File: src/hdl/rbd_pkg.sv
// shared types and constants for the ring buffer deque
`default_nettype none

package rbd_pkg;

    localparam int DEPTH = 1024;
    localparam int CNT_W = $clog2(DEPTH + 1);
    localparam int WORD_W = 32;

    localparam logic signed [WORD_W-1:0] EMPTY_WORD = '1;

    typedef enum logic [1:0] {
        FN_PUSH_FRONT = 2'd0,
        FN_POP_FRONT  = 2'd1,
        FN_PUSH_BACK  = 2'd2,
        FN_POP_BACK   = 2'd3
    } func_e;

    typedef enum logic [1:0] {
        ST_PUSHED = 2'd0,
        ST_FULL   = 2'd1,
        ST_POPPED = 2'd2,
        ST_EMPTY  = 2'd3
    } status_e;

    // operation broadcast to every cell of the chain
    typedef enum logic [3:0] {
        OP_HOLD,
        OP_PUSH_F,
        OP_POP_F,
        OP_PUSH_B,
        OP_POP_B,
        OP_SHIFT_L,
        OP_SHIFT_R,
        OP_CONV_L,
        OP_CONV_R
    } chain_op_e;

    typedef enum logic [1:0] {
        FSM_IDLE,
        FSM_MIGRATE,
        FSM_EXEC
    } fsm_e;

    typedef struct packed {
        func_e                     func;
        logic signed [WORD_W-1:0]  value;
    } in_beat_t;

    typedef struct packed {
        status_e                   status;
        logic signed [WORD_W-1:0]  popped_word;
        logic                      matches_res;
    } out_beat_t;

    // contents of one cell: a word and its segment membership
    typedef struct packed {
        logic signed [WORD_W-1:0]  word;
        logic                      in_left;
        logic                      in_right;
    } cell_t;

    typedef struct packed {
        chain_op_e                 op;
        logic signed [WORD_W-1:0]  word;
    } chain_ctl_t;

    typedef struct packed {
        logic signed [WORD_W-1:0]  front_word;
        logic signed [WORD_W-1:0]  back_word;
        logic                      front_in_left;
        logic                      front_in_right;
        logic                      back_in_left;
        logic                      back_in_right;
    } chain_stat_t;

endpackage

`default_nettype wire

File: src/hdl/rbd_cell.sv
// one storage cell of the deque chain
`default_nettype none

module rbd_cell
    import rbd_pkg::*;
(
    input  wire logic      aclk,
    input  wire logic      aresetn,
    input  wire chain_op_e op,
    input  wire cell_t     left_i,
    input  wire cell_t     right_i,
    output cell_t          state_o
);

    logic signed [WORD_W-1:0] word_reg, word_next;
    logic                     in_left_reg, in_left_next;
    logic                     in_right_reg, in_right_next;

    always_comb begin
        word_next     = word_reg;
        in_left_next  = in_left_reg;
        in_right_next = in_right_reg;
        unique case (op)
            OP_PUSH_F: begin
                if (in_left_reg || left_i.in_left) begin
                    word_next    = left_i.word;
                    in_left_next = left_i.in_left;
                end
            end
            OP_POP_F: begin
                if (in_left_reg) begin
                    word_next    = right_i.word;
                    in_left_next = right_i.in_left;
                end
            end
            OP_PUSH_B: begin
                if (in_right_reg || right_i.in_right) begin
                    word_next     = right_i.word;
                    in_right_next = right_i.in_right;
                end
            end
            OP_POP_B: begin
                if (in_right_reg) begin
                    word_next     = left_i.word;
                    in_right_next = left_i.in_right;
                end
            end
            OP_SHIFT_L: begin
                word_next     = right_i.word;
                in_right_next = right_i.in_right;
            end
            OP_SHIFT_R: begin
                word_next    = left_i.word;
                in_left_next = left_i.in_left;
            end
            OP_CONV_L: begin
                in_left_next  = in_left_reg | in_right_reg;
                in_right_next = 1'b0;
            end
            OP_CONV_R: begin
                in_right_next = in_left_reg | in_right_reg;
                in_left_next  = 1'b0;
            end
            OP_HOLD: begin
            end
            default: begin
            end
        endcase
    end

    always_ff @(posedge aclk) begin
        word_reg <= word_next;
    end

    always_ff @(posedge aclk) begin
        if (!aresetn) begin
            in_left_reg  <= 1'b0;
            in_right_reg <= 1'b0;
        end else begin
            in_left_reg  <= in_left_next;
            in_right_reg <= in_right_next;
        end
    end

    assign state_o = '{word: word_reg, in_left: in_left_reg, in_right: in_right_reg};

endmodule

`default_nettype wire

File: config.mk
export PLATFORM = sky130hd
export DESIGN_NAME = rbd_cell
export DESIGN_NICKNAME = d
export VERILOG_FILES = /design/src/hdl/rbd_pkg.sv /design/src/hdl/rbd_cell.sv
export SDC_FILE = /design/constraint.sdc
export NUM_CORES = 1
export LEC_CHECK = 0
export BUFFER_PORTS_ARGS = -buffer_cell sky130_fd_sc_hd__buf_2
export CORE_ASPECT_RATIO = 0.9
export CORE_UTILIZATION = 46
export CTS_CLUSTER_DIAMETER = 60
export DETAILED_ROUTE_END_ITERATION = 12
export PLACE_DENSITY_LB_ADDON = 0.1
export SLEW_MARGIN = 20
export SYNTH_ARGS = -nofsm -noshare
export SYNTH_HDL_FRONTEND = slang
export SYNTH_SLANG_ARGS = --single-unit
File: constraint.sdc
create_clock -name aclk -period 13.5 [get_ports aclk]
set_input_delay 4.05 -clock aclk [delete_from_list [all_inputs] [get_ports aclk]]
set_output_delay 4.05 -clock aclk [all_outputs]
set_load 0.1 [all_outputs]
# Word level (Yosys, flattened, before mapping)
# Index checks and enable logic that the tools add are counted.
word_totals:
  ff_bits: 34
  wordCells: 35
op_classes:
  n_eq_ne: 12
  mux: 11
  bitwise: 1
  reduce_logical: 8
ops:
  columns: ["op", "count"]
  rows:
  - ["$pmux 32 s6", 1]
  - ["$mux 32", 4]
  - ["$eq 4x3->1 const B", 4]
  - ["$pmux 1 s5", 2]
  - ["$reduce_bool 5->1", 2]
  - ["$eq 4x2->1 const B", 2]
  - ["$ne 2x2->1 const B", 4]
  - ["$reduce_bool 6->1", 1]
  - ["$reduce_and 5->1", 1]
  - ["$eq 4x1->1 const B", 1]
  - ["$eq 4x4->1 const B", 1]
  - ["$mux 1", 4]
  - ["$reduce_and 2->1", 2]
  - ["$logic_or 1x1->1", 2]
  - ["$or 1x1->1", 1]

# Longest topological paths before layout
# Gate-level depths: netlist (run 1).
depth:
  depth_word: 3
  mapped_depth: 6
  depth_no_buf: 5

# Worst setup path before layout (run 1)
# No wires, ideal clock.
synth_timing:
  kind: "input port to flip-flop"
  start: "input op[0]"
  end: "register word_reg[0], enable pin"
  setup_time_ns: 0.501
  arrival_time_ns: 7.609
  required_time_ns: 12.999
  slack_ns: 5.390
  cell_stages: 6
  path_buffers: 1
  cell_sequence: "buf_6 -> inv_2 -> nor3_1 -> a21oi_1 -> nor3_1 -> nor4_1"
synth_between:
  elab_chain_cells: 3
  word_cells_on_any_way: 12
  classes_between: "10 x eq/ne; 2 x reduce/logical"
synth_rtl:
  columns: ["item", "line_no", "text"]
  rows:
  - ["start, declared", "rbd_cell.sv:9", "input wire chain_op_e op,"]
  - ["$eq 4x3->1 (tied with other cells)", "rbd_cell.sv:23", "unique case (op)"]
  - ["$reduce_bool 6->1 (no line) or $ne 2x2->1 (tied branches)", null, null]
  - ["$reduce_and 5->1 (no line) *", null, null]
  - ["end signal, assigned", "rbd_cell.sv:72", "word_reg <= word_next;"]
  - ["end, declared", "rbd_cell.sv:15", "logic signed [WORD_W-1:0] word_reg, word_next;"]
# Mark *: on every way between the ends. The rest lies on a longest branch, timed or not.
# A chain may end at the register's enable or synchronous reset.

# Worst setup path after layout (run 1)
layout_timing:
  start: "input op[2]"
  end: "register word_reg[5] (data pin)"
layout_between:
  elab_chain_cells: 2
  word_cells_on_any_way: 7
  classes_between: "6 x eq/ne; 1 x mux"
layout_rtl:
  columns: ["item", "line_no"]
  rows:
  - ["$eq 4x3->1 (tied with other cells)", "rbd_cell.sv:23"]
  - ["$pmux 32 s6 *", "rbd_cell.sv:23"]
  - ["net word_next[5]", "rbd_cell.sv:15"]
# Mark *: on every way through the listed nets, which the timed path passes. The rest lies on a longest branch.

==> summary by stage, run 1 <==
Routing
The number of DRC violations after detailed-routing iteration 0 is 38. The detailed-routing iteration count for the pre-antenna-repair pass is 5. The total length of routed wires is 3369 um. The antenna violation net count after detailed routing is 0. Using the TritonRoute via totals, the vias-per-cell ratio works out to 5.048. The post-detailed-route DRC marker count is 0. The total number of vias is 1368. The routed wirelength normalized by instance count is 12.43 um.

Clock network
The clock input transition at the sequential cells of the worst setup and hold paths is about 0.070 ns. TritonCTS built the clock tree. The post-CTS setup-driven buffer insertion count is 0. For this design, the CTS-stage hold fixing added 0 buffers.

In this run, CTS created clock tree buffers numbering 5. Clock tree synthesis found a total of 34 sinks. The later pin in the worst-skew pair is clocked with a latency of a little under 0.3 ns. The CTS root buffer is sky130_fd_sc_hd__clkbuf_8. The count of H-tree levels built during CTS is 2. The number of instances resized during post-cts repair is 0.

The worst-case clock buffer depth is 2.

Critical path
In this run the critical register-to-register path is captured at word_reg[4]. The startpoint of the worst-slack reg-to-reg timing path is in_left_reg. The count of buffering cells on the critical path with inverters included is 1. In this run the worst setup path begins at op[2]. The critical path class is input pin to flop.

In this design, the stage delay of the slowest critical-path cell is ~0.67 ns. The slowest cell on the critical path is sky130_fd_sc_hd__nor2_4. In this run the worst path has a maximum fanout of 32.

For the worst flop-to-flop path, the logic depth is 3. Walking the worst path, the cells encountered are buf_2 > nand2_1 > mux2_2 > nor2_4 > mux2_1. STA puts the critical path data required time at between 10 and 15 ns. The worst setup slack for register-to-register paths is 11.62 ns. The critical path arrival is 5.80 ns. The family of cells with the greatest summed delay on the critical path is simple AND/OR/NAND/NOR gates.

The kind of start point of the critical path is an input pin. The worst setup path is captured at a flop.

Layout
The flip-flop and latch area is 1001 sq um. The flip-flop count of the largest register, all copies and words added is 32. Measured on the finished design, the core utilization comes to 67.30%.

The proportion of layout cells with a drive suffix above 1 is 53.30%. The final antenna diode count is 0. The finished cells cover 2341 sq um. Fill cells in the final layout number 289. In the final layout, the multi-input gates occupy 653.1 sq um. The count of cells in the finished layout, fillers not included, comes to 271. For this run, the post-layout net count is 300. Relative to the synthesized area, the layout overhead comes to 36.37%.

Die
The number of placement rows is 20. The die height is 59.96 um. In this run the count of I/O pins placed on the die edge is 108. The region available for standard cell placement spans 3478 sq um. The width of the chip is 66.40 um. For this configuration, the core starts out at a cell density of 49.35%. The die covers 3981 sq um.

STA
The max-slew headroom at the worst pin is 41.80%. The shortest clock period the worst path allows after layout is 5.777 ns. The worst hold margin is about 0.65 ns. Across the routed clock network, the largest skew measured is approximately 0.0043 ns. The hold violation total from the final report came to 0. The transition time at the pin with the least slew margin is between 0.8 and 0.9 ns. The final critical path takes up 42.80% of the cycle. Setup total negative slack on the finished layout was measured at 0 ns. Setup repair after global routing left no endpoint under its margin. The total setup violations reported at the end of the flow is 0. After layout, the worst setup slack is 7.723 ns. The final count of pins violating max slew was 0. The highest clock rate is between 0.15 and 0.2 GHz.

Pwr
VDD sags by at most just under 0.00009 V. The total power is 274.5 uW. Power spread over the standard cell area amounts to about 120 nW/um^2. The leakage power total is 0.9896 nW.

Global routing
The via count of the first global-routing pass came to 1195. The wire length of the first global-routing pass is 5064 um. The number of antenna violations at the first check in global routing came to 0. In the global route stage, overall resource usage came out at between 15 and 20%. Global routing finished with a remaining overflow of 0.

Entering global routing, the biggest net connects 33 pins.

Worst hold path
The path with the worst hold slack has its endpoint at in_left_reg. The worst hold path was traced through 2 stages. The class of the most critical hold timing path is flop to flop.

The critical hold path startpoint is in_left_reg.

Place
The total of buffers placed on input and output ports is 107. The placement-stage cell area is between 2000 and 2500 sq um. The pre-CTS setup slack is 7.149 ns. The half-perimeter wire length after detailed placement is 2587 um. At the end of routability-driven placement, the weighted congestion stood at 0.9036. Counting tap cells, the placed design contains a total of 263 instances.

Synth
The synthesized netlist cell count is 120. During synthesis, Yosys emitted a total of 0 warnings. The synthesized netlist net count is 194. The synthesized area is 1717 sq um. The count of distinct cell types in the synthesized netlist is 32.

The flip-flop and latch count after synthesis is 34. In this run the mean area of a mapped cell was 14.31 sq um. Sequential elements use between 50% and 60% of the synthesized area.

Status
The run finished with clean final reports.

Flow run
Across the run, the number of max-cap violations was 0.
==> layout make-up <==
| cell class | instances | area share, % |
|---|---|---|
| repair buffers | 108 | 23.20 |
| clock buffers | 5 | 2.940 |
| inverters | 1 | 0.1603 |
| clock inverters | 3 | 0.6948 |
| multi-input cells | 76 | 27.90 |
| flip-flops and latches | 34 | 42.76 |
| well taps | 44 | 2.352 |
==> cell families after synthesis <==
group,Yosys count,share of synthesized area (%)
and+or+nand+nor,19,7.216
DFF,34,58.31
AOI/OAI and AO/OA,23,7.799
buffers and inverters,10,4.518
xor gates and xnor gates,1,0.5103
muxes,33,21.65
==> routing by layer <==
| layer | GRT usage (%) | vias up | share of wire [%] |
|---|---|---|---|
| li1 | - | 674 | - |
| met1 | 20.30 | 617 | 38 |
| met2 | 30.61 | 74 | 52 |
| met3 | 5.153 | 3 | 10 |
| met4 | 6.991 | 0 | 0.62 |
| met5 | 0 | - | 0 |
==> cell usage after synthesis (all sizes together) <==
library cell	count	area (sq um)
inv	1	3.750
o22ai	1	6.260
a21oi	8	43.79
o31ai	2	15.01
a21boi	2	15.02
nor2b	3	18.77
edfxtp	32	960.9
nor4	1	6.260
mux2	33	371.6
a31oi	1	6.260
o211ai	1	7.510
nor2	4	22.52
buf	8	70.06
nand4b	1	8.760
clkbuf	1	3.750
or2	1	6.260
o21ai	8	40.03
or4b	1	10.01
nand3b	1	7.510
nor4b	1	15.01
xnor2	1	8.760
nand2	2	7.510
dfxtp	2	40.04
and3	1	6.260
nor3	3	15.01
==> worst max-delay path by stage <==
stage	end	slack, ns	depth (start not counted)
2_1_floorplan	word_reg[0]	5.39	6
3_3_place_gp	word_reg[28]	7.20	7
3_5_place_dp	word_reg[27]	7.15	7
4_1_cts	word_reg[10]	7.45	7
5_1_grt	word_reg[31]	7.56	5
6_report	word_reg[5]	7.72	5
==> tightest hold or removal path, stage by stage (launching register included) <==
cell	delay, ns
sky130_fd_sc_hd__dfxtp_1	0.40
sky130_fd_sc_hd__o31ai_1	0.12
sky130_fd_sc_hd__a21oi_2	0.10
==> where the power goes <==
part	leakage, nW	switching, mW	internal (mW)
logic	0.635	0.0584	0.0196
clock network	0.0416	0.0359	0.0352
registers	0.313	0.00172	0.124
==> layout by cell type, fill, tap and decap left out, types with 2 or more instances in the layout <==
cell type                  count
sky130_fd_sc_hd__nor3_1        3
sky130_fd_sc_hd__o31ai_1       2
sky130_fd_sc_hd__dfxtp_1       2
sky130_fd_sc_hd__clkbuf_8      5
sky130_fd_sc_hd__o21ai_0       5
sky130_fd_sc_hd__buf_2       107
sky130_fd_sc_hd__edfxtp_1     32
sky130_fd_sc_hd__a21oi_1       7
sky130_fd_sc_hd__nor2b_1       3
sky130_fd_sc_hd__o21ai_1       3
sky130_fd_sc_hd__nand2_1       2
sky130_fd_sc_hd__mux2_1       32
sky130_fd_sc_hd__nor2_1        3
(Power assumes the default switching activity.)
==> inputs of run 2 (changes only) <==
- CORE_UTILIZATION: 46 -> 42
- clock period: 13.5 -> 5.62 ns (I/O delays scaled with it)
==> run 2 against run 1 <==
- die area up 9.2%
- design area up 1.4%
- count of clock-buffer cells in the layout up 2
- register-to-register slack worse by 7.5 ns
- flip-flop and latch count unchanged
- clock power rose to 3.2 times the previous value
- via count up 1.7%
- sequential power up 140%
- critical endpoint is now word_reg[11]
- worst hold slack better by 0.010 ns
- worst setup slack worse by 5.5 ns
==> summary by stage, run 2 (synthesis results as in run 1) <==
Status
The flow ran to the end, and the final reports show no timing, DRC or antenna violations.

Place
The last weighted congestion value of the routability-driven placer is 0.8372 (-7.3%). The number of cells in the design after placement came to 265 (+0.76%). The placement-stage cell area is 2258 sq um (+0.50%). The half-perimeter wire length after detailed placement is 2840 um (+9.8%). The total of buffers placed on input and output ports is 107 (unchanged).

Clock network
The worst-case clock buffer depth was 2 (unchanged). The count of hold-fix buffers inserted at cts came to 0 (unchanged). The post-CTS setup-driven buffer insertion count is 0 (unchanged). The count of H-tree levels built during CTS is 2 (unchanged).

The insertion delay of the later-clocked pin in the worst-skew pair is 0.28 ns (about the same). In this run the clock root is driven by a sky130_fd_sc_hd__clkbuf_8. The clock tree from TritonCTS is built. The TritonCTS sink count is 34 (unchanged). The number of buffers inserted during clock tree synthesis came to 5 (unchanged). The clock input transition at the sequential cells of the worst setup and hold paths is 0.06 ns (about the same). The number of instances resized during post-cts repair is 0 (unchanged).

Pwr
The leakage power total is 1.006 nW (+1.7%). The total power is 716.4 uW (+160%). The peak ir drop on the vdd network is 0.0001748 V (+100%). The switching share of total power is 31.78% (-3.2 points). The reported net switching power was 227.6 uW (+140%).

The sequential share of power is 42.1% (-3.6 points). The internal power consumption came to 488.7 uW (+170%). The power density over the cells was 301.7 nW/um^2 (+160%). The part of the total power dissipated in the clock network is 31.7% (+5.8 points). The combinational share of power was 26.3% (-2.1 points).

Critical path
The worst reg2reg path depth came to 3 (unchanged). The largest individual stage delay along the critical path comes from the cell sky130_fd_sc_hd__nor2_4. The critical path class is input pin to flop. The critical path data required time was 5.64 ns (-7.89 ns). The stage delay of the slowest cell on the critical path is 0.68 ns (about the same). The maximum fanout along the worst path came to 32 (unchanged).

STA classifies the critical path endpoint as a flop. The worst setup path is launched from an input pin. The critical path arrival is 3.44 ns (-2.36 ns).

The cell depth of the worst setup path is 5 (unchanged). The count of buffering cells on the critical path with inverters included is 1 (unchanged). The family of cells with the greatest summed delay on the critical path is simple AND/OR/NAND/NOR gates. The signal on the critical path passes through buf_2 > nand2_1 > mux2_2 > nor2_4 > mux2_1.

Flow run
The reported max-cap violation count came to 0 (unchanged).

Layout
The most frequent standard cell in the layout excluding fill and tap cells is sky130_fd_sc_hd__buf_2. Compared with the post-synthesis result, the final layout area differs by 38.34%. The design area is 2375 sq um (+1.4%). The end-of-flow core utilization was 62.33% (-5.0 points). The final antenna diode count is 0 (unchanged). The final instance count without filler cells is 273 (+0.74%). In the layout the commonest cells are sky130_fd_sc_hd__buf_2 (107), sky130_fd_sc_hd__mux2_1 (32), sky130_fd_sc_hd__edfxtp_1 (32), sky130_fd_sc_hd__a21oi_1 (7), sky130_fd_sc_hd__clkbuf_8 (6).

The flip-flop count of the largest register, all copies and words added was 32 (unchanged). The net total in the final layout came to 300 (unchanged). The proportion of layout cells with a drive suffix above 1 was 53.30% (unchanged).

Routing
The detailed-routing iteration count for the pre-antenna-repair pass is 4 (-1). The number of DRC violations after detailed-routing iteration 0 is 64 (+68%). The antenna violation net count after detailed routing was 0 (unchanged). The routed wirelength normalized by instance count was 13.75 um (+11%). The total length of routed wires is 3754 um (+11%). The number of vias per cell came to 5.095 (+0.94%). The post-detailed-route DRC marker count is 0 (unchanged).

The total number of vias is 1391 (+1.7%).

STA
The transition time at the pin with the least slew margin came to 0.8903 ns (+0.01935 ns). The max-slew headroom at the worst pin is 40.51% (-1.3 points). The highest clock rate is 0.2928 GHz. The total setup violations reported at the end of the flow is 0 (unchanged). The final count of pins violating max slew is 0 (unchanged). Setup repair after global routing left no endpoint under its margin.

The setup clock skew after layout is 0.003728 ns (-0.0005861 ns). The hold violation total from the final report is 0 (unchanged). The worst path needs 3.415 ns of the cycle, external delays included. The final cycle utilization of the critical path is 60.77%.

The sum of negative setup slack is 0 ns (unchanged).

Global routing
The number of antenna violations at the first check in global routing is 0 (unchanged). The total congestion overflow after global routing is 0 (unchanged). The via count of the first global-routing pass is 1368 (+14%).

The all-layer global routing usage is 17.67% (+0.14 points). The wire length of the first global-routing pass is 5961 um (+18%). The largest net degree at the start of global routing is 33 (unchanged).

Die
The die height came to 62.65 um (+4.5%). The area enclosed by the die boundary came to 4347 sq um (+9.2%). The core area came to 3810 sq um (+9.5%). The width of the chip is 69.39 um (+4.5%). The number of placement rows was 21 (+5.0%). The count of boundary I/O pins came to 108 (unchanged). The effective utilization at floorplan is 45.06% (-4.3 points).

Worst hold path
The min-delay analysis places its worst path in the category flop to flop. The hold path depth is 2 (unchanged).
run 2: cell types whose count changed in the layout (fill, tap and decap cells not counted), sizes merged:
cell      before  now
bufinv         0    1
clkinv         2    0
clkinvlp       1    0
clkbuf         5    7
run 2: area by class of cell:
class                   instances  area [sq um]
well taps                      46         57.56
multi-input cells              76         653.1
clock inverters                 1         30.03
clock buffers                   7         86.33
fillers                       311          1435
repair buffers                108         543.0
flip-flops and latches         34          1001
inverters                       1         3.754
run 2: worst paths after layout:
check,start,to,slack [ns]
setup / recovery,op[2],word_reg[11],2.20
hold / removal,in_left_reg,in_left_reg,0.66
setup reg to reg,in_left_reg,word_reg[9],4.10
hold reg to reg,in_left_reg,in_left_reg,0.66
run 2: power by group through the flow:
stage          registers, mW  clock network, mW  logic [mW]
2_1_floorplan          0.402                  0      0.0529
3_3_place_gp           0.307                  0       0.186
3_5_place_dp           0.307                  0       0.189
4_1_cts                0.302              0.236       0.190
5_1_grt                0.303              0.245       0.198
6_report               0.302              0.227       0.188
run 2: worst reg2reg max path, cell delays in order, from the launching register on:
cell and delay, ns:
sky130_fd_sc_hd__dfxtp_1 0.41, sky130_fd_sc_hd__nor3_1 0.11, sky130_fd_sc_hd__nor4_4 0.25, sky130_fd_sc_hd__buf_4 0.41
run 2: stage by stage:
stage / setup WS (ns) / hold slack (ns)
final: 2.205 / 0.6611
after global routing: 2.056 / 0.7081
after CTS: 2.169 / 0.6609
after detailed placement: 1.876 / 0.6338
after global placement: 1.952 / 0.6414
after floorplan: 1.202 / 0.5664
run 2: layer usage:
metal / vias up / GRT usage [%] / part of all wire (%)
met5: - / 0 / 0
met2: 66 / 31.55 / 51
met3: 5 / 6.774 / 9.6
met1: 648 / 18.48 / 39
li1: 672 / - / -
met4: 0 / 7.398 / 1.1
