[config.mk]
export PLATFORM = sky130hd
export DESIGN_NAME = rbd_ctrl
export DESIGN_NICKNAME = d
export VERILOG_FILES = /design/src/hdl/rbd_pkg.sv /design/src/hdl/rbd_ctrl.sv
export SDC_FILE = /design/constraint.sdc
export NUM_CORES = 1
export LEC_CHECK = 0
export BUFFER_PORTS_ARGS = -buffer_cell sky130_fd_sc_hd__buf_2
export CORE_MARGIN = 5
export CORE_UTILIZATION = 39
export CTS_BUF_LIST = sky130_fd_sc_hd__clkbuf_16
export DETAILED_ROUTE_END_ITERATION = 8
export PLACE_DENSITY = 0.7
export SETUP_SLACK_MARGIN = 0.4
export SYNTH_ARGS = -nofsm -noshare
export SYNTH_HDL_FRONTEND = slang
export SYNTH_SLANG_ARGS = --single-unit
[constraint.sdc]
create_clock -name aclk -period 4.1 [get_ports aclk]
set_input_delay 0.615 -clock aclk [delete_from_list [all_inputs] [get_ports aclk]]
set_output_delay 0.615 -clock aclk [all_outputs]
set_load 0.02 [all_outputs]
[src/hdl/rbd_pkg.sv]
// shared types and constants for the ring buffer deque
`default_nettype none

package rbd_pkg;

    localparam int DEPTH = 1024;
    localparam int CNT_W = $clog2(DEPTH + 1);
    localparam int WORD_W = 32;

    localparam logic signed [WORD_W-1:0] EMPTY_WORD = '1;

    typedef enum logic [1:0] {
        FN_PUSH_FRONT = 2'd0,
        FN_POP_FRONT  = 2'd1,
        FN_PUSH_BACK  = 2'd2,
        FN_POP_BACK   = 2'd3
    } func_e;

    typedef enum logic [1:0] {
        ST_PUSHED = 2'd0,
        ST_FULL   = 2'd1,
        ST_POPPED = 2'd2,
        ST_EMPTY  = 2'd3
    } status_e;

    // operation broadcast to every cell of the chain
    typedef enum logic [3:0] {
        OP_HOLD,
        OP_PUSH_F,
        OP_POP_F,
        OP_PUSH_B,
        OP_POP_B,
        OP_SHIFT_L,
        OP_SHIFT_R,
        OP_CONV_L,
        OP_CONV_R
    } chain_op_e;

    typedef enum logic [1:0] {
        FSM_IDLE,
        FSM_MIGRATE,
        FSM_EXEC
    } fsm_e;

    typedef struct packed {
        func_e                     func;
        logic signed [WORD_W-1:0]  value;
    } in_beat_t;

    typedef struct packed {
        status_e                   status;
        logic signed [WORD_W-1:0]  popped_word;
        logic                      matches_res;
    } out_beat_t;

    // contents of one cell: a word and its segment membership
    typedef struct packed {
        logic signed [WORD_W-1:0]  word;
        logic                      in_left;
        logic                      in_right;
    } cell_t;

    typedef struct packed {
        chain_op_e                 op;
        logic signed [WORD_W-1:0]  word;
    } chain_ctl_t;

    typedef struct packed {
        logic signed [WORD_W-1:0]  front_word;
        logic signed [WORD_W-1:0]  back_word;
        logic                      front_in_left;
        logic                      front_in_right;
        logic                      back_in_left;
        logic                      back_in_right;
    } chain_stat_t;

endpackage

`default_nettype wire

[src/hdl/rbd_ctrl.sv]
// command sequencer, occupancy count and result register of the deque
`default_nettype none

module rbd_ctrl
    import rbd_pkg::*;
(
    input  wire logic        aclk,
    input  wire logic        aresetn,
    input  wire logic        s_valid,
    output logic             s_ready,
    input  wire in_beat_t    s_data,
    output logic             m_valid,
    input  wire logic        m_ready,
    output out_beat_t        m_data,
    input  wire chain_stat_t stat,
    output chain_ctl_t       ctl
);

    fsm_e             state_reg, state_next;
    in_beat_t         cmd_reg;
    logic [CNT_W-1:0] occ_reg, occ_next;
    out_beat_t        out_reg, res;
    logic             out_valid_reg;

    in_beat_t cur_cmd;
    logic     out_free;
    logic     is_front;
    logic     is_pop;
    logic     is_empty;
    logic     is_full;
    logic     need_mig;
    logic     do_exec;

    assign out_free = !out_valid_reg || m_ready;
    assign cur_cmd  = (state_reg == FSM_IDLE) ? s_data : cmd_reg;
    assign is_front = (cur_cmd.func == FN_PUSH_FRONT) || (cur_cmd.func == FN_POP_FRONT);
    assign is_pop   = (cur_cmd.func == FN_POP_FRONT) || (cur_cmd.func == FN_POP_BACK);
    assign is_empty = (occ_reg == '0);
    assign is_full  = (occ_reg == CNT_W'(DEPTH));
    // a pop whose end segment is empty must first pull the other segment over
    assign need_mig = is_pop && !is_empty &&
                      (is_front ? !stat.front_in_left : !stat.back_in_right);

    // next state
    always_comb begin
        state_next = state_reg;
        unique case (state_reg)
            FSM_IDLE: begin
                if (s_valid) begin
                    if (need_mig) begin
                        state_next = FSM_MIGRATE;
                    end else if (!out_free) begin
                        state_next = FSM_EXEC;
                    end
                end
            end
            FSM_MIGRATE: begin
                if (is_front ? stat.front_in_right : stat.back_in_left) begin
                    state_next = FSM_EXEC;
                end
            end
            FSM_EXEC: begin
                if (out_free) begin
                    state_next = FSM_IDLE;
                end
            end
            default: state_next = FSM_IDLE;
        endcase
    end

    // outputs and chain command
    always_comb begin
        s_ready  = 1'b0;
        do_exec  = 1'b0;
        ctl.op   = OP_HOLD;
        ctl.word = cur_cmd.value;
        unique case (state_reg)
            FSM_IDLE: begin
                s_ready = 1'b1;
                do_exec = s_valid && !need_mig && out_free;
            end
            FSM_MIGRATE: begin
                if (is_front) begin
                    ctl.op = stat.front_in_right ? OP_CONV_L : OP_SHIFT_L;
                end else begin
                    ctl.op = stat.back_in_left ? OP_CONV_R : OP_SHIFT_R;
                end
            end
            FSM_EXEC: begin
                do_exec = out_free;
            end
            default: begin
            end
        endcase

        res.status      = ST_PUSHED;
        res.popped_word = '0;
        res.matches_res = 1'b0;
        occ_next        = occ_reg;
        unique case (cur_cmd.func)
            FN_PUSH_FRONT, FN_PUSH_BACK: begin
                if (is_full) begin
                    res.status = ST_FULL;
                end else begin
                    occ_next = occ_reg + CNT_W'(1);
                    if (do_exec) begin
                        ctl.op = is_front ? OP_PUSH_F : OP_PUSH_B;
                    end
                end
            end
            FN_POP_FRONT, FN_POP_BACK: begin
                if (is_empty) begin
                    res.status      = ST_EMPTY;
                    res.popped_word = EMPTY_WORD;
                end else begin
                    res.status      = ST_POPPED;
                    res.popped_word = is_front ? stat.front_word : stat.back_word;
                    occ_next        = occ_reg - CNT_W'(1);
                    if (do_exec) begin
                        ctl.op = is_front ? OP_POP_F : OP_POP_B;
                    end
                end
                res.matches_res = (res.popped_word == cur_cmd.value);
            end
            default: begin
            end
        endcase
    end

    always_ff @(posedge aclk) begin
        if (!aresetn) begin
            state_reg     <= FSM_IDLE;
            occ_reg       <= '0;
            out_valid_reg <= 1'b0;
        end else begin
            state_reg <= state_next;
            if (do_exec) begin
                occ_reg       <= occ_next;
                out_valid_reg <= 1'b1;
            end else if (m_ready) begin
                out_valid_reg <= 1'b0;
            end
        end
    end

    always_ff @(posedge aclk) begin
        if (s_valid && s_ready) begin
            cmd_reg <= s_data;
        end
        if (do_exec) begin
            out_reg <= res;
        end
    end

    assign m_valid = out_valid_reg;
    assign m_data  = out_reg;

endmodule

`default_nettype wire

# After elaboration in Yosys (flattened, before gate mapping)
# Cells that the tools add are included.
word_totals:
  wordCells: 76
  inputBits: 106
  regBits: 83
  output_inout_bits: 73
classes:
  addsub: 2
  muxes: 32
  n_reduce_logical: 21
  n_eq_ne: 13
ops:
  columns: ["operator", "n"]
  rows:
  - ["2-to-1 mux 34 bit", 2]
  - ["2-to-1 mux 33 bit", 1]
  - ["== test 32 bit", 1]
  - ["2-to-1 mux 32 bit", 1]
  - ["2-to-1 mux 4 bit", 7]
  - ["2-to-1 mux 11 bit", 2]
  - ["case mux 11 bit (2 select lines)", 1]
  - ["2-to-1 mux 2 bit", 7]
  - ["adder 11 x 1 -> 11 bit (second input constant)", 1]
  - ["== test 11 bit (second input constant)", 1]
  - ["zero test 11 bit", 1]
  - ["subtractor 11 x 1 -> 11 bit (second input constant)", 1]
  - ["!= test 2 bit (second input constant)", 5]
  - ["case mux 4 bit (2 select lines)", 1]
  - ["== test 2 bit (second input constant)", 3]
  - ["2-to-1 mux 1 bit", 6]
  - ["case mux 2 bit (3 select lines)", 1]
  - ["logical AND 1 bit", 5]
  - ["zero test 1 bit", 5]
  - ["== test 2 x 1 -> 1 bit (second input constant)", 2]
  - ["zero test 2 bit", 2]
  - ["case mux 2 bit (2 select lines)", 1]
  - ["AND reduction 4 bit", 1]
  - ["OR reduction 2 bit", 2]
  - ["other kinds (6)", 8]

# Logic depth before layout (Yosys ltp)
# Gate-level depths: netlist of the first run.
logic_depth:
  word_depth: 13
  mapped_depth: 14
  depth_no_buf: 12

# Worst setup path before layout of the first run
# OpenSTA, ideal clock, no wires.
synth_path:
  kind: "input-to-output"
  from: "input port s_data[33] (netlist bit)"
  to: "output port ctl[33] (netlist bit)"
  required_time_ns: 3.485
  arrival_time_ns: 3.313
  cell_stages: 6
  slack_ns: 0.172
  cell_sequence: "or3b_4 > nand2_1 > a2111o_1 > a21oi_1 > nor2_1 > a32o_1"
synth_rtl:
  columns: ["element", "line", "text"]
  rows:
  - ["start: declaration", "rbd_ctrl.sv:11", "input wire in_beat_t s_data,"]
  - ["end: declaration", "rbd_ctrl.sv:16", "output chain_ctl_t ctl"]

==> run summary, run 1 <==
status -> completed
total grt overflow -> 0
Crit path arrival time -> 2.87 ns
Worst Tran Pin Value -> 0.527 ns
Worst Path Required -> 3.48 ns
max-cap check violation count -> 0
Cells after Synth -> 431
top cell type by total area after synthesis -> edfxtp_1
post-synthesis sequential area ratio -> 0.490
CTS H-tree depth -> 3
proportion of layout cells with a drive suffix above 1 -> 0.398
hold_buf cts -> 0
Detailed Route WL -> 14.3 mm
Post-Syn Nets -> 547
clock transition at the registers of the reported paths -> 0.06 ns
asr flop ratio synth -> 0
RSZ-0062 raised after global routing -> no
largest net degree at the start of global routing -> 39
Sink Count -> 83
Post-layout nets -> 724
synth unique cells -> 59
Final Setup Violations -> 0
Fmax -> 287 MHz
die width -> 121 microns
Routed WL per cell -> 18.3 microns
hold depth -> 1
Min-Delay Path Class -> in -> reg
crit path setup slack, layout -> 0.611 ns
CTS Buf Count -> 9
reg2reg end -> occ_reg[10]
worst r2r src -> state_reg[0]
Diodes inserted -> 0
FP Rows -> 40
crit share post-route -> 0.851
post-CTS setup buffers -> 0
share of the synthesized area in the top cell type -> 0.432
worst-path fanout max -> 12
first-pass GRT wire length -> 21.8 mm
Synth area leaders -> edfxtp_1, mux2i_1, mux2_2
post-route ant nets -> 0
Mean Syn Cell Area -> 11.1 sq um
Post-route DRC -> 0
initial antenna violation count -> 0
clk buf depth -> 2
I/O Buffers -> 178
Filler cells -> 1047
PostCTS Resize Cnt -> 0
CP Class -> reg -> out
Setup WS pre-CTS -> 0.743 ns
Largest register FFs -> 35
clock skew -> 0.00991 ns
Startpoint Class -> flip-flop
Peak VDD IR -> 0.000355 V
Post-synth EDFFs -> 69
Final HPWL DP -> 10.6 mm
Global Route Usage Sum -> 0.191
Ports -> 179
LEAKAGE -> 2.77 nW
total vias in the final route -> 4184
Power Density -> 758 nW/um^2
CTS Root Cell -> clkbuf_16
Syn Std Cell Area -> 4800 sq um
Final Hold Vio Count -> 0
die height -> 121 microns
Main synth FF type -> edfxtp_1
vias in the first global route -> 4190
Worst R2R Path Depth -> 12
fin. max-slew vios -> 0
Min Clock Period, post-route -> 3.49 ns
Hold Crit Endpoint -> cmd_reg[9]
number of iterations in the first detailed-routing pass -> 5
initial core utilization -> 0.398
HP Start -> s_data[9]
clock latency on the worst-skew pair -> 0.34 ns
CP Capture Type -> output pin
Vias/cell -> 5.36
die area -> 14600 sq um
yosys warns -> 0
Syn-to-layout area delta -> 30.4%
TNS Setup -> 0 ns
DRT iter0 DRCs -> 341
CTS tree -> built
Core Area -> 12100 sq um
Yosys reg bits -> 83
Worst slew margin -> 0.649
gp weighted congestion -> 0.870
reg2reg setup slack -> 0.82 ns
synthesized netlist by cell type, drive strengths merged (3+ instances only):
| cell type | n |
|---|---|
| mux2i | 37 |
| buf | 12 |
| xnor2 | 17 |
| nor2b | 8 |
| nor4 | 3 |
| nor2 | 27 |
| edfxtp | 69 |
| a31oi | 8 |
| and3 | 15 |
| o2111ai | 4 |
| nand3 | 16 |
| dfxtp | 14 |
| xor2 | 12 |
| a21oi | 26 |
| inv | 20 |
| nand4 | 3 |
| nand2 | 25 |
| mux2 | 26 |
| ha | 9 |
| a211oi | 10 |
| clkbuf | 10 |
| nor3 | 6 |
| and2 | 5 |
| o21ai | 13 |
layout make-up:
class	count	area, sq um	area share
Timing Repair Buffer	188	966	0.154
Inverter	20	75.1	0.0120
Clock buffer	9	225	0.0360
Sequential cell	83	2350	0.376
Tap cell	168	210	0.0336
Multi-Input combinational cell	306	2290	0.367
Clock inverter	7	133	0.0212
where the power goes:
part	internal, mW	switching [mW]	total [mW]	leakage, nW
logic	0.895	1.53	2.42	1.80
registers	1.25	0.0959	1.34	0.788
clock network	0.651	0.329	0.980	0.182
total	2.79	1.95	4.74	2.77
per-stage QoR:
step                cell area, sq um  power [mW]  instances  hold slack [ns]   util
floorplan                       4800        3.09        431            0.500      -
global placement                5900        3.72        765            0.522  0.489
detailed placement              5900        3.78        765            0.529  0.489
CTS                             6260        4.77        781            0.452  0.519
global route                    6260        5.04        781            0.448  0.519
finish                          6260        4.74        781            0.456  0.519
per-layer routing:
metal	track usage	routed length [microns]	part of all wire	vias to the layer above
met5	0	0	0	-
met4	0.0644	231	0.016	0
met3	0.0443	896	0.063	21
met2	0.322	7190	0.50	166
met1	0.243	6010	0.42	2026
li1	-	-	-	1971
logic make-up (layout without fill, tap and decap cells):
group                      after synthesis  after routing  synth area share
buffers and inverters                   42            224            0.0373
and+or+nand+nor                        119            119             0.130
xor gates and xnor gates                29             29            0.0529
muxes                                   63             63             0.138
AOI/OAI and AO/OA                       85             85             0.124
DFF                                     83             83             0.490
adders and majority gates               10             10            0.0276
critical path, cell delays in order (launching register included):
cell	delay, ns
dfxtp_1	0.33
nor4_1	0.48
and4_1	0.58
buf_4	0.31
a2111o_1	0.15
a21oi_1	0.15
o32ai_1	0.31
buf_2	0.21
cell usage in the layout (no fill, tap or decap), drive strengths merged, types with 3 or more instances in the layout:
master / netlist / final
mux2: 26 / 26
a31oi: 8 / 8
nand2: 25 / 25
xnor2: 17 / 17
inv: 20 / 22
dfxtp: 14 / 14
o2111ai: 4 / 4
ha: 9 / 9
edfxtp: 69 / 69
nor3: 6 / 6
buf: 12 / 188
mux2i: 37 / 37
a211oi: 10 / 10
and3: 15 / 15
nor4: 3 / 3
nand3: 16 / 16
and2: 5 / 5
bufinv: 0 / 4
a21oi: 26 / 26
xor2: 12 / 12
nand4: 3 / 3
clkbuf: 10 / 9
nor2b: 8 / 8
nor2: 27 / 27
o21ai: 13 / 13
how the worst max path moves through the flow:
stage                      start    endpoint  slack, ns
floorplan           state_reg[1]  occ_reg[9]       0.67
global placement      s_data[33]   m_data[0]       0.77
detailed placement    s_data[33]   m_data[0]       0.74
CTS                   occ_reg[6]     ctl[32]       0.58
global route          occ_reg[6]     ctl[32]       0.45
finish                occ_reg[6]     ctl[32]       0.61
No activity file was read; power rests on OpenSTA's default activity.
==> inputs of run 2 (changes only) <==
--- a/config.mk
+++ b/config.mk
@@ -7,10 +7,10 @@
 export LEC_CHECK = 0
 export BUFFER_PORTS_ARGS = -buffer_cell sky130_fd_sc_hd__buf_2
 export CORE_MARGIN = 5
-export CORE_UTILIZATION = 39
+export CORE_UTILIZATION = 30
 export CTS_BUF_LIST = sky130_fd_sc_hd__clkbuf_16
 export DETAILED_ROUTE_END_ITERATION = 8
-export PLACE_DENSITY = 0.7
+export PLACE_DENSITY = 0.57
 export SETUP_SLACK_MARGIN = 0.4
 export SYNTH_ARGS = -nofsm -noshare
 export SYNTH_HDL_FRONTEND = slang
==> run 2 against run 1 <==
Compared with the run above:
- non-clock buffer count did not move
- worst setup slack improved by 0.047 ns
- utilization fell by 12 points
- first-iteration DRC count fell by 25%
- final cell count rose by 6.1%
- via count fell by 1.6%
- register-to-register slack improved by 0.18 ns
- die area rose by 27%
- critical path type unchanged
- largest cell class unchanged
- largest power group unchanged
- highest routed layer unchanged
==> run summary, run 2 (same netlist as run 1, synthesis figures left out) <==
status -> completed (unchanged)
proportion of layout cells with a drive suffix above 1 -> 0.398 (unchanged)
Power Density -> 737 nW/um^2 (was 758 nW/um^2)
RSZ-0062 raised after global routing -> no (unchanged)
top layer used by detailed routing -> met4 (unchanged)
Core Area -> 15800 sq um (was 12100 sq um)
DRT iter0 DRCs -> 255 (was 341)
LEAKAGE -> 2.73 nW (was 2.77 nW)
die height -> 136 microns (was 121 microns)
met3 WL -> 947 microns (was 896 microns)
Final HPWL DP -> 11.6 mm (was 10.6 mm)
worst-path fanout max -> 13 (was 12)
Min-Delay Path Class -> in -> reg (unchanged)
initial antenna violation count -> 0 (unchanged)
Final Hold Vio Count -> 0 (unchanged)
Worst Tran Pin Value -> 0.575 ns (was 0.527 ns)
total grt overflow -> 0 (unchanged)
first-pass GRT wire length -> 22.5 mm (was 21.8 mm)
Hold WS -> 0.456 ns (about the same)
Sequential Area -> 2350 sq um (unchanged)
final design utilization -> 0.397 (was 0.519)
CTS tree -> built (unchanged)
Diodes inserted -> 0 (unchanged)
total power -> 4.61 mW (was 4.74 mW)
Ports -> 179 (unchanged)
most frequent cells in the layout -> buf_2, edfxtp_1, mux2i_1, a21oi_1, mux2_2 (unchanged)
Global Route Usage Sum -> 0.158 (was 0.191)
CTS Root Cell -> clkbuf_16 (unchanged)
Syn-to-layout area delta -> 30.4% (about the same)
most common cell after layout, fill and taps aside -> buf_2 (unchanged)
total vias in the final route -> 4116 (was 4184)
max-cap check violation count -> 0 (unchanged)
CP Capture Type -> output pin (unchanged)
fin. max-slew vios -> 0 (unchanged)
Sink Count -> 83 (unchanged)
clock transition at the registers of the reported paths -> 0.07 ns (was 0.06 ns)
CP Class -> reg -> out (unchanged)
crit share post-route -> 0.840 (was 0.851)
die width -> 136 microns (was 121 microns)
met2 WL -> 7.37 mm (was 7.19 mm)
clock skew -> 0.0131 ns (was 0.00991 ns)
Detailed Route WL -> 15.2 mm (was 14.3 mm)
Min Clock Period, post-route -> 3.44 ns (was 3.49 ns)
largest net degree at the start of global routing -> 39 (unchanged)
CTS H-tree depth -> 3 (unchanged)
Post-route DRC -> 0 (unchanged)
FP Rows -> 46 (was 40)
Startpoint Class -> flip-flop (unchanged)
I/O Buffers -> 178 (unchanged)
CTS Buf Count -> 9 (unchanged)
Largest register FFs -> 35 (unchanged)
TNS Setup -> 0 ns (unchanged)
Worst slew margin -> 0.613 (was 0.649)
Worst Path Required -> 3.48 ns (about the same)
initial core utilization -> 0.304 (was 0.398)
number of iterations in the first detailed-routing pass -> 4 (was 5)
Crit path arrival time -> 2.83 ns (was 2.87 ns)
Peak VDD IR -> 0.000366 V (was 0.000355 V)
clk buf depth -> 2 (unchanged)
Final Instance Count excl. Fillers -> 829 (was 781)
area of the multi-input gates -> 2300 sq um (was 2290 sq um)
vias in the first global route -> 4131 (was 4190)
Routed WL per cell -> 18.3 microns (about the same)
die area -> 18600 sq um (was 14600 sq um)
Post-layout nets -> 724 (unchanged)
Metal-1 WL -> 6.48 mm (was 6.01 mm)
clock latency on the worst-skew pair -> 0.35 ns (was 0.34 ns)
Post-Place Cells -> 813 (was 765)
Final Setup Violations -> 0 (unchanged)
Vias/cell -> 4.97 (was 5.36)
post-route ant nets -> 0 (unchanged)
Filler cells -> 1559 (was 1047)
Fmax -> 291 MHz (was 287 MHz)
gp weighted congestion -> 0.820 (was 0.870)
run 2: cell count changes in the layout (fill, tap and decap cells not counted):
cell,previous run,this run
clkinv_1,0,1
inv_1,22,21
clkinvlp_4,0,2
nand2_2,1,0
clkinv_2,1,0
clkinv_4,0,2
nand2_4,0,1
bufinv_16,4,1
run 2: worst max-delay path, cell delays in order (launching register included):
cell,delay [ns]
dfxtp_1,0.38
or3b_4,0.52
and3_1,0.21
a2111o_1,0.39
a21oi_1,0.37
nor2_4,0.16
a31o_2,0.28
buf_2,0.16
run 2: path summary, 6_finish.rpt:
path	from	endpoint	slack, ns	cells after the start
min	s_data[30]	cmd_reg[30]	0.46	1
min reg2reg	occ_reg[4]	occ_reg[4]	0.54	2
max reg2reg	state_reg[1]	m_data[0]	1.00	8
max	state_reg[1]	ctl[34]	0.66	7
run 2: timing repair:
item / in CTS / in global routing
setup buffers: 0 / 0
setup endpoints to repair: 0 / 2
hold buffers: 0 / 0
resized for setup: 0 / 1
run 2: layout make-up:
class,instances,area share
Clock inverter,7,0.0112
Inverter,20,0.0120
Clock buffer,9,0.0360
Multi-Input combinational cell,306,0.367
Tap cell,216,0.0432
Sequential cell,83,0.376
Timing Repair Buffer,188,0.154
run 2: through the flow:
stage	worst slack (ns)	area (sq um)
after floorplan	0.673	4800
after global placement	0.624	5960
after detailed placement	0.487	5960
after CTS	0.509	6250
after global routing	0.478	6260
final	0.658	6260
run 2: layer usage:
metal / vias to the layer above / GRT usage
met5: - / 0
met3: 27 / 0.0363
li1: 1974 / -
met1: 1970 / 0.199
met2: 145 / 0.263
met4: 0 / 0.0627
run 2: where the power goes:
part	internal (mW)	switching [mW]
Combinational	0.904	1.54
Sequential	1.25	0.106
Clock	0.470	0.349
==> inputs of run 3 (changes only) <==
==> constraint.sdc (replaced) <==
create_clock -name aclk -period 3.3 [get_ports aclk]
set_input_delay 0.495 -clock aclk [delete_from_list [all_inputs] [get_ports aclk]]
set_output_delay 0.495 -clock aclk [all_outputs]
set_load 0.02 [all_outputs]
==> run 3 against run 2 <==
Compared with the run above:
- critical path type unchanged
- global-route usage rose by 0.24 points
- cell area increased by 7.7%
- sequential share of layout area is 2.6 points lower
- clock power grew 40%
- sequential power increased by 26%
- non-clock buffer count grew 28
- via count increased by 1.7%
- register-to-register slack worse by 0.54 ns
- highest routed layer is now met5
- utilization increased by 3.1 points
==> run summary, run 3 (same netlist as run 1, synthesis figures left out) <==
Worst Tran Pin Value -> 0.536 ns (was 0.575 ns)
Largest register FFs -> 35 (unchanged)
P_sw -> 2.59 mW (was 1.99 mW)
crit share post-route -> 0.885
Routed WL per cell -> 18.1 microns (was 18.3 microns)
proportion of layout cells with a drive suffix above 1 -> 0.462 (was 0.398)
Syn-to-layout area delta -> 40.5% (was 30.4%)
I/O Buffers -> 178 (unchanged)
Final HPWL DP -> 11.3 mm (was 11.6 mm)
Detailed Route WL -> 15.5 mm (was 15.2 mm)
initial core utilization -> 0.304 (unchanged)
max-cap check violation count -> 0 (unchanged)
FP Rows -> 46 (unchanged)
Core Area -> 15800 sq um (unchanged)
reg2reg setup slack -> 0.46 ns (was 1.00 ns)
LEAKAGE -> 2.95 nW (was 2.73 nW)
vias in the first global route -> 4204 (was 4131)
CTS Root Cell -> clkbuf_16 (unchanged)
die area -> 18600 sq um (unchanged)
number of iterations in the first detailed-routing pass -> 4 (unchanged)
Vias/cell -> 4.88 (was 4.97)
clock latency on the worst-skew pair -> 0.34 ns (was 0.35 ns)
CTS Buf Count -> 9 (unchanged)
largest net degree at the start of global routing -> 39 (unchanged)
RSZ-0062 raised after global routing -> yes (was no)
Sink Count -> 83 (unchanged)
clk buf depth -> 2 (unchanged)
Power Density -> 930 nW/um^2 (was 737 nW/um^2)
TNS Setup -> 0 ns (unchanged)
HP Start -> s_data[27] (was s_data[30])
Worst Path Required -> 2.80 ns (was 3.48 ns)
worst-path fanout max -> 6 (was 13)
Net Sw Frac -> 0.413 (was 0.432)
Min Clock Period, post-route -> 2.92 ns
initial antenna violation count -> 1 (was 0)
hold_buf cts -> 0 (unchanged)
CTS H-tree depth -> 3 (unchanged)
crit path setup slack, layout -> 0.379 ns (was 0.658 ns)
Post-layout nets -> 752 (was 724)
sequential power share -> 0.271 (was 0.293)
first-pass GRT wire length -> 22.8 mm (was 22.5 mm)
final design utilization -> 0.428 (was 0.397)
CP Capture Type -> output pin (unchanged)
Startpoint Class -> flip-flop (unchanged)
CP Launch Point -> state_reg[0] (was state_reg[1])
Sequential Area -> 2360 sq um (was 2350 sq um)
CP Class -> reg -> out (unchanged)
worst r2r src -> state_reg[1] (unchanged)
Post-route DRC -> 0 (unchanged)
total vias in the final route -> 4185 (was 4116)
status -> completed (unchanged)
Final Hold Vio Count -> 0 (unchanged)
die width -> 136 microns (unchanged)
Worst slew margin -> 0.642 (was 0.613)
most common cell after layout, fill and taps aside -> buf_2 (unchanged)
DRT iter0 DRCs -> 251 (was 255)
Diodes inserted -> 0 (unchanged)
Crit path arrival time -> 2.43 ns (was 2.83 ns)
Min-Delay Path Class -> in -> reg (unchanged)
gp weighted congestion -> 0.809 (was 0.820)
CTS tree -> built (unchanged)
Setup WS pre-CTS -> 0.118 ns (was 0.487 ns)
Comb pwr share -> 0.546 (was 0.529)
most frequent cells in the layout -> buf_2, edfxtp_1, mux2i_1, buf_4, nor2_1 (was buf_2, edfxtp_1, mux2i_1, a21oi_1, mux2_2)
clock transition at the registers of the reported paths -> 0.06 ns (was 0.07 ns)
Global Route Usage Sum -> 0.161 (was 0.158)
Ports -> 179 (unchanged)
total power -> 6.27 mW (was 4.61 mW)
fin. max-slew vios -> 0 (unchanged)
Peak VDD IR -> 0.000376 V (was 0.000366 V)
Filler cells -> 1560 (was 1559)
area of the multi-input gates -> 2460 sq um (was 2300 sq um)
clock power share -> 0.183 (was 0.177)
die height -> 136 microns (unchanged)
total grt overflow -> 0 (unchanged)
Fmax -> 342 MHz
Final Setup Violations -> 0 (unchanged)
post-route ant nets -> 0 (unchanged)
Pint -> 3.68 mW (was 2.62 mW)
clock skew -> 0.0101 ns (was 0.0131 ns)
run 3: cell types whose count changed in the layout (fill, tap and decap cells not counted), sizes merged:
| cell | before | now |
|---|---|---|
| buf | 188 | 216 |
| clkinv | 3 | 1 |
| bufinv | 1 | 3 |
run 3: per-stage QoR:
stage / hold WS, ns / std cells / cell area [sq um]
2_1_floorplan: 0.500 / 431 / 4850
4_1_cts: 0.325 / 837 / 6500
3_5_place_dp: 0.530 / 815 / 6010
6_report: 0.338 / 857 / 6740
3_3_place_gp: 0.527 / 815 / 6010
5_1_grt: 0.329 / 857 / 6740
run 3: final timing paths:
| check | to | depth (start not counted) |
|---|---|---|
| worst max register to register | occ_reg[9] | 13 |
| worst min register to register | occ_reg[2] | 1 |
| worst min-delay path | cmd_reg[27] | 1 |
| worst max-delay path | ctl[33] | 9 |
run 3: critical path, cell delays in order, from the launching register on:
cell	delay [ns]
dfxtp_4	0.39
or3b_4	0.19
nand2_4	0.09
buf_12	0.15
buf_8	0.13
a2111o_1	0.48
a21oi_4	0.24
nor2_4	0.06
a32o_2	0.23
buf_6	0.13
run 3: final cells by class:
type | count | area share
flip-flops and latches | 83 | 0.350
multi-input cells | 306 | 0.366
repair buffers | 216 | 0.183
inverters | 20 | 0.0117
clock buffers | 9 | 0.0334
clock inverters | 7 | 0.0161
well taps | 216 | 0.0401
run 3: metal layers:
layer / GRT usage / wire [microns] / vias to the layer above
met4: 0.0599 / 297 / 2
met3: 0.0344 / 945 / 26
li1: - / - / 2028
met2: 0.255 / 7550 / 144
met1: 0.215 / 6720 / 1985
met5: 0 / 13 / -
run 3: power by group through the flow:
stage,registers (mW),logic [mW],clock network [mW]
after floorplan,1.90,1.97,0
after global placement,1.70,3.03,0
after detailed placement,1.70,3.09,0
after CTS,1.70,3.23,1.17
after global routing,1.73,3.73,1.21
final,1.70,3.42,1.15
run 3: repair_timing:
action | CTS | global route
pin swaps | 5 | 13
hold endpoints to repair | 0 | 0
buffers inserted | 6 | 20
resized for setup | 24 | 23
endpoints found under the setup margin | 6 | 6
